**config.mk**
```make
export PLATFORM = sky130hd
export DESIGN_NAME = transitive_closure_engine
export DESIGN_NICKNAME = d
export VERILOG_FILES = /design/src/rtl/core/tce_pkg.sv /design/src/rtl/core/tce_ram.sv /design/src/rtl/core/transitive_closure_engine.sv
export SDC_FILE = /design/constraint.sdc
export NUM_CORES = 2
export LEC_CHECK = 0
export BUFFER_PORTS_ARGS = -buffer_cell sky130_fd_sc_hd__buf_4
export CORE_ASPECT_RATIO = 1.4
export CORE_UTILIZATION = 54
export CTS_CLUSTER_DIAMETER = 200
export DETAILED_ROUTE_END_ITERATION = 10
export PLACE_DENSITY_LB_ADDON = 0.12
export SYNTH_ARGS = -nofsm -noshare
export SYNTH_HDL_FRONTEND = slang
export SYNTH_SLANG_ARGS = --single-unit
```
**constraint.sdc**
```tcl
create_clock -name i_clk -period 13.55 [get_ports i_clk]
set_clock_uncertainty 0.05 [all_clocks]
set_input_delay 0.6775 -clock i_clk [delete_from_list [all_inputs] [get_ports i_clk]]
set_output_delay 0.6775 -clock i_clk [all_outputs]
set_load 0.005 [all_outputs]
```
**src/rtl/core/tce_pkg.sv**
```systemverilog
package tce_pkg;

    // Adjacency row width, fixed by the row format.
    localparam int ROW_W = 32;

    // Width of the node count register and its value after reset.
    localparam int NODE_CNT_W = 6;
    localparam int NODE_RESET = 32;

    // Default row capacity of the matrix store.
    localparam int DEF_MAX_NODES = 32;

endpackage

```
**src/rtl/core/tce_ram.sv**
```systemverilog
module tce_ram #(
    parameter int WIDTH = 32,
    parameter int DEPTH = 32,
    localparam int ADDR_W = $clog2(DEPTH)
) (
    input  logic              i_clk,
    input  logic              i_we,
    input  logic [ADDR_W-1:0] i_waddr,
    input  logic [WIDTH-1:0]  i_wdata,
    input  logic              i_re,
    input  logic [ADDR_W-1:0] i_raddr,
    output logic [WIDTH-1:0]  o_rdata
);

    logic [WIDTH-1:0] r_mem [DEPTH];
    logic [WIDTH-1:0] r_rdata;

    always_ff @(posedge i_clk) begin
        if (i_we) begin
            r_mem[i_waddr] <= i_wdata;
        end
        if (i_re) begin
            r_rdata <= r_mem[i_raddr];
        end
    end

    assign o_rdata = r_rdata;

endmodule

```
**src/rtl/core/transitive_closure_engine.sv**
```systemverilog
// Warshall transitive closure over a boolean adjacency matrix of up to
// min(MAX_NODES, 32) nodes. Load the matrix one row per beat (start high while
// busy is low); a beat takes one cycle. The beat flagged i_last_row starts the
// closure, and busy stays high until the closed rows have been sent. The
// closure runs n passes (n = active node count) through the row store; each
// pass spends one cycle reading the pivot row and then one cycle per row,
// since the single read port of the row store handles one row a cycle, so a
// closure takes n*(n+1) cycles. The n result rows then follow at one per
// cycle, each shown for a single cycle with o_strobe high and the final one
// marked by o_last_out: the receiver cannot stall, so capture every strobed
// beat. The last-row beat to its final result spans n*(n+2)+1 cycles, and
// busy drops in the cycle that shows the final row, so the next matrix may
// start loading right then. Bits at or above n are cleared, missing rows read
// as zero, and rows beyond n are dropped. Write i_cfg_data (node count, 0
// taken as 1, large values capped) only while the block is idle.
module transitive_closure_engine
    import tce_pkg::*;
#(
    parameter int MAX_NODES = DEF_MAX_NODES
) (
    input  logic                  i_clk,
    input  logic                  i_rst_n,
    input  logic                  start,
    output logic                  busy,
    input  logic [ROW_W-1:0]      i_row_bits,
    input  logic                  i_last_row,
    output logic                  o_strobe,
    output logic [ROW_W-1:0]      o_closure_bits,
    output logic                  o_last_out,
    input  logic                  i_cfg_valid,
    output logic                  o_cfg_ready,
    input  logic [NODE_CNT_W-1:0] i_cfg_data
);

    localparam int NODE_CAP = (MAX_NODES < ROW_W) ? MAX_NODES : ROW_W;
    localparam int IDX_W    = $clog2(NODE_CAP);
    localparam int CNT_W    = $clog2(NODE_CAP + 1);

    typedef enum logic [3:0] {
        ST_IDLE  = 4'b0001,
        ST_PIVOT = 4'b0010,
        ST_PASS  = 4'b0100,
        ST_EMIT  = 4'b1000
    } t_state;

    // What the row store returns in the cycle after a read.
    typedef enum logic [1:0] {
        RD_NONE,
        RD_PIVOT,
        RD_ROW,
        RD_EMIT
    } t_rd_kind;

    t_state               r_state, n_state;
    logic [NODE_CNT_W-1:0] r_node_cfg;
    logic [CNT_W-1:0]     r_rows, n_rows;
    logic [NODE_CAP-1:0]  r_valid, n_valid;
    logic [IDX_W-1:0]     r_k, n_k;
    logic [IDX_W-1:0]     r_i, n_i;
    logic [IDX_W-1:0]     r_n_last, n_n_last;
    logic [ROW_W-1:0]     r_mask, n_mask;
    logic [ROW_W-1:0]     r_pivot;
    logic [IDX_W-1:0]     r_pivot_k;
    t_rd_kind             r_p1_kind, n_p1_kind;
    logic [IDX_W-1:0]     r_p1_addr;
    logic                 r_p1_last, n_p1_last;
    logic                 r_p1_vld;
    logic                 r_fwd_hit;
    logic [ROW_W-1:0]     r_fwd_data;

    logic [CNT_W-1:0]     w_n;
    logic [ROW_W-1:0]     w_mask;
    logic                 w_accept;
    logic                 w_load_we;
    logic                 w_upd;
    logic [ROW_W-1:0]     w_rd_raw;
    logic [ROW_W-1:0]     w_row;
    logic                 w_we;
    logic [IDX_W-1:0]     w_waddr;
    logic [ROW_W-1:0]     w_wdata;
    logic                 w_re;
    logic [IDX_W-1:0]     w_raddr;
    logic                 w_hit;
    logic [ROW_W-1:0]     w_ram_q;

    // Clamp the node count: zero acts as one, large values cap at capacity.
    always_comb begin
        if (r_node_cfg == '0) begin
            w_n = CNT_W'(1);
        end else if (r_node_cfg > NODE_CNT_W'(NODE_CAP)) begin
            w_n = CNT_W'(NODE_CAP);
        end else begin
            w_n = CNT_W'(r_node_cfg);
        end
    end

    assign w_mask    = ~({ROW_W{1'b1}} << w_n);
    assign w_accept  = start && !busy;
    assign w_load_we = w_accept && (r_rows < w_n);

    // Read data as the closure sees it: forwarded when the row was written in
    // the read cycle, zero for a row never loaded, and masked to n columns.
    assign w_rd_raw = r_fwd_hit ? r_fwd_data : w_ram_q;
    assign w_row    = r_p1_vld ? (w_rd_raw & r_mask) : '0;

    // Row update: a row that reaches the pivot takes in the pivot row.
    assign w_upd   = (r_p1_kind == RD_ROW) && w_row[r_pivot_k];
    assign w_we    = w_load_we || w_upd;
    assign w_waddr = w_upd ? r_p1_addr : r_rows[IDX_W-1:0];
    assign w_wdata = w_upd ? (w_row | r_pivot) : (i_row_bits & w_mask);

    always_comb begin
        n_state   = r_state;
        n_rows    = r_rows;
        n_valid   = r_valid;
        n_k       = r_k;
        n_i       = r_i;
        n_n_last  = r_n_last;
        n_mask    = r_mask;
        n_p1_kind = RD_NONE;
        n_p1_last = 1'b0;
        w_re      = 1'b0;
        w_raddr   = r_i;

        if (w_load_we) begin
            n_valid[r_rows[IDX_W-1:0]] = 1'b1;
        end

        case (r_state)
            ST_IDLE: begin
                if (w_accept) begin
                    if (r_rows != CNT_W'(NODE_CAP)) begin
                        n_rows = r_rows + CNT_W'(1);
                    end
                    if (i_last_row) begin
                        // Latch the count in force now; it governs the closure.
                        n_rows   = '0;
                        n_n_last = IDX_W'(w_n - CNT_W'(1));
                        n_mask   = w_mask;
                        n_k      = '0;
                        n_state  = ST_PIVOT;
                    end
                end
            end
            ST_PIVOT: begin
                w_re      = 1'b1;
                w_raddr   = r_k;
                n_p1_kind = RD_PIVOT;
                n_i       = '0;
                n_state   = ST_PASS;
            end
            ST_PASS: begin
                w_re      = 1'b1;
                w_raddr   = r_i;
                n_p1_kind = RD_ROW;
                if (r_i == r_n_last) begin
                    n_i = '0;
                    if (r_k == r_n_last) begin
                        n_state = ST_EMIT;
                    end else begin
                        n_k     = r_k + IDX_W'(1);
                        n_state = ST_PIVOT;
                    end
                end else begin
                    n_i = r_i + IDX_W'(1);
                end
            end
            ST_EMIT: begin
                w_re      = 1'b1;
                w_raddr   = r_i;
                n_p1_kind = RD_EMIT;
                n_p1_last = (r_i == r_n_last);
                if (r_i == r_n_last) begin
                    // Drop the matrix; the last row was already sampled.
                    n_valid = '0;
                    n_i     = '0;
                    n_state = ST_IDLE;
                end else begin
                    n_i = r_i + IDX_W'(1);
                end
            end
            default: begin
                n_state = ST_IDLE;
            end
        endcase
    end

    assign w_hit = w_we && w_re && (w_waddr == w_raddr);

    always_ff @(posedge i_clk) begin
        if (!i_rst_n) begin
            r_state    <= ST_IDLE;
            r_node_cfg <= NODE_CNT_W'(NODE_RESET);
            r_rows     <= '0;
            r_valid    <= '0;
            r_k        <= '0;
            r_i        <= '0;
            r_p1_kind  <= RD_NONE;
            r_p1_last  <= 1'b0;
        end else begin
            r_state   <= n_state;
            r_rows    <= n_rows;
            r_valid   <= n_valid;
            r_k       <= n_k;
            r_i       <= n_i;
            r_p1_kind <= n_p1_kind;
            r_p1_last <= n_p1_last;
            if (i_cfg_valid && o_cfg_ready) begin
                r_node_cfg <= i_cfg_data;
            end
        end
    end

    // Payload registers: no reset needed.
    always_ff @(posedge i_clk) begin
        r_n_last   <= n_n_last;
        r_mask     <= n_mask;
        r_p1_addr  <= w_raddr;
        r_p1_vld   <= r_valid[w_raddr] || w_hit;
        r_fwd_hit  <= w_hit;
        r_fwd_data <= w_wdata;
        if (r_p1_kind == RD_PIVOT) begin
            r_pivot   <= w_row;
            r_pivot_k <= r_p1_addr;
        end
    end

    tce_ram #(
        .WIDTH (ROW_W),
        .DEPTH (NODE_CAP)
    ) u_rows (
        .i_clk   (i_clk),
        .i_we    (w_we),
        .i_waddr (w_waddr),
        .i_wdata (w_wdata),
        .i_re    (w_re),
        .i_raddr (w_raddr),
        .o_rdata (w_ram_q)
    );

    assign busy           = (r_state != ST_IDLE);
    assign o_cfg_ready    = 1'b1;
    assign o_strobe       = (r_p1_kind == RD_EMIT);
    assign o_closure_bits = w_row;
    assign o_last_out     = r_p1_last;

endmodule

```
==> key figures <==
Outcome
  – Status: finished, final reports clean

STA
  – Sum Neg Setup Slack: 0 ns
  – Final setup violation count: 0
  – RSZ-0062 raised after global routing: no
  – Fmax: approximately 0.17 GHz
  – Hold WS: roughly 0.12 ns
  – Worst slew pin tran: 1.37 ns
  – Endpoints failing hold: 0
  – Final period util: a little over two fifths
  – Tmin final: between 5 and 6 ns
  – Slew headroom: under 10%
  – Max-slew violation count: 0

Logic synthesis
  – Post-Syn Instances: about 4.0k
  – Post-synth ARST share: 0%
  – Top-count cell post-synth: edfxtp_1
  – FF+latch count, synth: approximately 1.2k
  – Syn_nets: ~4.1k
  – Post-synth top flop: edfxtp_1
  – Sequential share of the synthesized area: 72.3%
  – Syn. warnings: 0
  – Dominant cells by area after synthesis: edfxtp_1 (68%), nand2_1 (8.5%), nand3_1 (5.6%)
  – Area fraction of the dominant cell type after synthesis: 68.3%
  – Synth cell count leaders: edfxtp_1 (1130), nand2_1 (1127), nand3_1 (553), clkbuf_1 (219), a311oi_1 (168)
  – Post-synth EDFFs: about 1.1k
  – Mapped cell area: approximately 50000 um^2
  – Synth unique cells: 69
  – Synthesized area per cell: around 12 um^2
  – Post-synth top area cell: edfxtp_1

Floorplanning
  – Die X: about 260 um
  – Die H: 361 um
  – I/O Pins: between 70 and 80
  – Initial Util: approximately 55%
  – Die area: between 90000 and 100000 um^2
  – Std-Cell Rows: around 130
  – Core Area: ~90000 um^2

Finish
  – Share of layout cells above drive strength 1: 10.6%
  – Fin area: ~56000 um^2
  – Fin nets: just over 4k
  – FILL cells: around 7k
  – Layout area overhead: 12.3%
  – Multi-input logic area: approximately 13000 um^2
  – Diode count: 0
  – Sequential cell area: about 36000 um^2

Setup path
  – CP Data Arrival Time: roughly 6.3 ns
  – Crit path largest cell delay: 0.79 ns
  – Delay-heaviest family, CP: buffers and inverters
  – CP Cell Sequence: nor4b_4 > mux2i_4 > buf_12 > buf_4 > buf_4 > buf_4 > nand2_1 > and3_1 > a311oi_1 > a311oi_1 > a311oi_1 > a21o_1
  – CP startpoint kind: flop
  – Critical Path RT: 14.09 ns
  – Worst r2r path cells: 12
  – Setup Crit Path Kind: flop to flop
  – Worst path buffer plus inverter count: 4
  – Crit. path cell count: 12
  – Worst setup EP type: flop
  – Crit-path max FO: approximately 160
  – Slowest stage cell, crit path: nor4b_4

Power and ir drop
  – Total power: a little over 8 mW
  – PwrDens: 146 nW/um^2
  – Lkg Pwr: about 19 nW
  – Maximum VDD drop: between 100 and 150 uV

Flow run
  – Max-Cap Viols: 0

Global routing
  – Initial antenna violation count: 5
  – Global-route usage over all layers: between 20% and 30%
  – Via count of the first global-routing pass: ~31k
  – First-pass GRT wire length: around 200 mm
  – Pin count of the biggest net entering global routing: approximately 180
  – Grt ovf: 0

Clock tree
  – CTS root buf: clkbuf_16
  – Htree depth: 3
  – Max Root-Sink Buffers: 3
  – Worst-path clk slew: about 0.07 ns
  – Post-CTS Setup Bufs: 0
  – CTS Sinks: between 1k and 1.5k
  – CTS Hold Bufs: 0
  – Cts bufs inserted: about 110
  – Post-CTS Resized: 0
  – Clock latency on the worst-skew pair: about 0.74 ns
  – CTS tree: yes

Placement
  – Area after DPL: 51800 um^2
  – Final Wtd Congestion: approximately 0.88
  – HPWL Detailed: ~76 mm
  – Count of input and output buffers: 77

Route
  – Post-route antenna net violation count: 0
  – DRT Pass-1 Iters: 8
  – Mean routed wirelength per cell: ~26 um
  – Met2 routed WL: between 60 and 70 mm
  – Max Used Layer: met5
  – Residual DRC count: 0
  – 1st-iter DRT viols: roughly 3.5k
  – Final WL: around 140 mm
  – Via Count: about 33k
  – Metal-1 WL: around 54 mm
  – DR WL met3: 10.4 mm
  – Vias/cell: a little over 6

Min path
  – Hold depth: 3
  – HP Class: input pin to flop
[tightest hold or removal path, cell delays in order]
cell and delay (ns):
buf_4 0.08, nand2_1 0.04, o211ai_1 0.06
[cell families (layout without fill, tap and decap cells)]
| logic type | count (synthesis) | count (layout) | synth area share (%) |
|---|---|---|---|
| buffers and inverters | 310 | 407 | 2.55 |
| AND/OR/NAND/NOR | 1986 | 1986 | 17.3 |
| AO/OA/AOI/OAI | 379 | 379 | 5.88 |
| XOR/XNOR | 27 | 27 | 0.476 |
| other | 1 | 1 | 0.00755 |
| adder cells (fa/ha/maj) | 15 | 15 | 0.378 |
| flip-flops | 1230 | 1230 | 72.3 |
| multiplexers | 48 | 48 | 1.02 |
[layer usage]
layer  track usage, %  vias to the layer above
li1                 -                    14600
met1             39.3                    16300
met2             49.1                     1445
met3             4.35                      264
met4             11.7                        2
met5                0                        -
[per-stage QoR]
stage | instances | setup WS (ns) | util [%]
floorplan | 3996 | 9.04 | -
global placement | 5078 | 7.89 | 56.9
detailed placement | 5078 | 7.84 | 56.9
CTS | 5290 | 7.79 | 61.2
global route | 5290 | 7.34 | 61.2
finish | 5290 | 7.81 | 61.2
[registers in the layout, indices dropped and copies added, names as in the netlist]
name / count
u_rows.r_mem: 1024
r_mask: 32
r_fwd_data: 32
r_pivot: 32
r_p1_vld: 1
r_i: 5
r_k: 5
o_last_out: 1
r_n_last: 5
r_p1_addr: 5
r_valid: 32
r_rows: 6
r_state: 4
r_p1_kind: 2
r_node_cfg: 6
r_pivot_k: 5
u_rows.o_rdata: 32
r_fwd_hit: 1
[cell usage in the layout, fill, tap and decap left out, types with 12 or more instances in the layout]
cell	count
inv_1	28
and3_1	77
nand2_1	1127
nor3_1	31
o21ai_2	14
ha_1	15
clkbuf_16	117
nor2_1	99
mux2i_1	35
xor2_1	15
buf_4	156
a31oi_1	62
o21ai_0	17
dfxtp_1	99
edfxtp_1	1130
clkbuf_1	15
nand3_1	553
clkinv_2	24
xnor2_1	12
nor2b_1	12
a311oi_1	168
nor2_4	32
bufinv_16	17
clkinv_1	21
a21o_1	37
[power breakdown]
part / leakage (nW) / internal (mW) / switching (mW)
logic: 6.23 / 0.147 / 0.356
clock network: 1.91 / 1.92 / 1.43
registers: 11.1 / 4.25 / 0.0445
[worst paths after layout]
| path | start | slack, ns | to |
|---|---|---|---|
| max reg2reg | r_state[1] | 7.81 | u_rows.o_rdata[22] |
| max | r_state[1] | 7.81 | u_rows.o_rdata[22] |
| min | i_cfg_data[5] | 0.12 | r_node_cfg[5] |
| min reg2reg | r_valid[19] | 0.42 | r_valid[19] |
[area by class of cell]
class                      instances  share of cell area (%)
clock inverter                    77                    1.61
sequential                      1230                    64.4
multi-input combinational       2456                    23.3
inverter                          33                   0.251
clock buffer                     135                    5.41
tap                             1197                    2.69
timing repair buffer             162                    2.32
(Power assumes the default switching activity.)
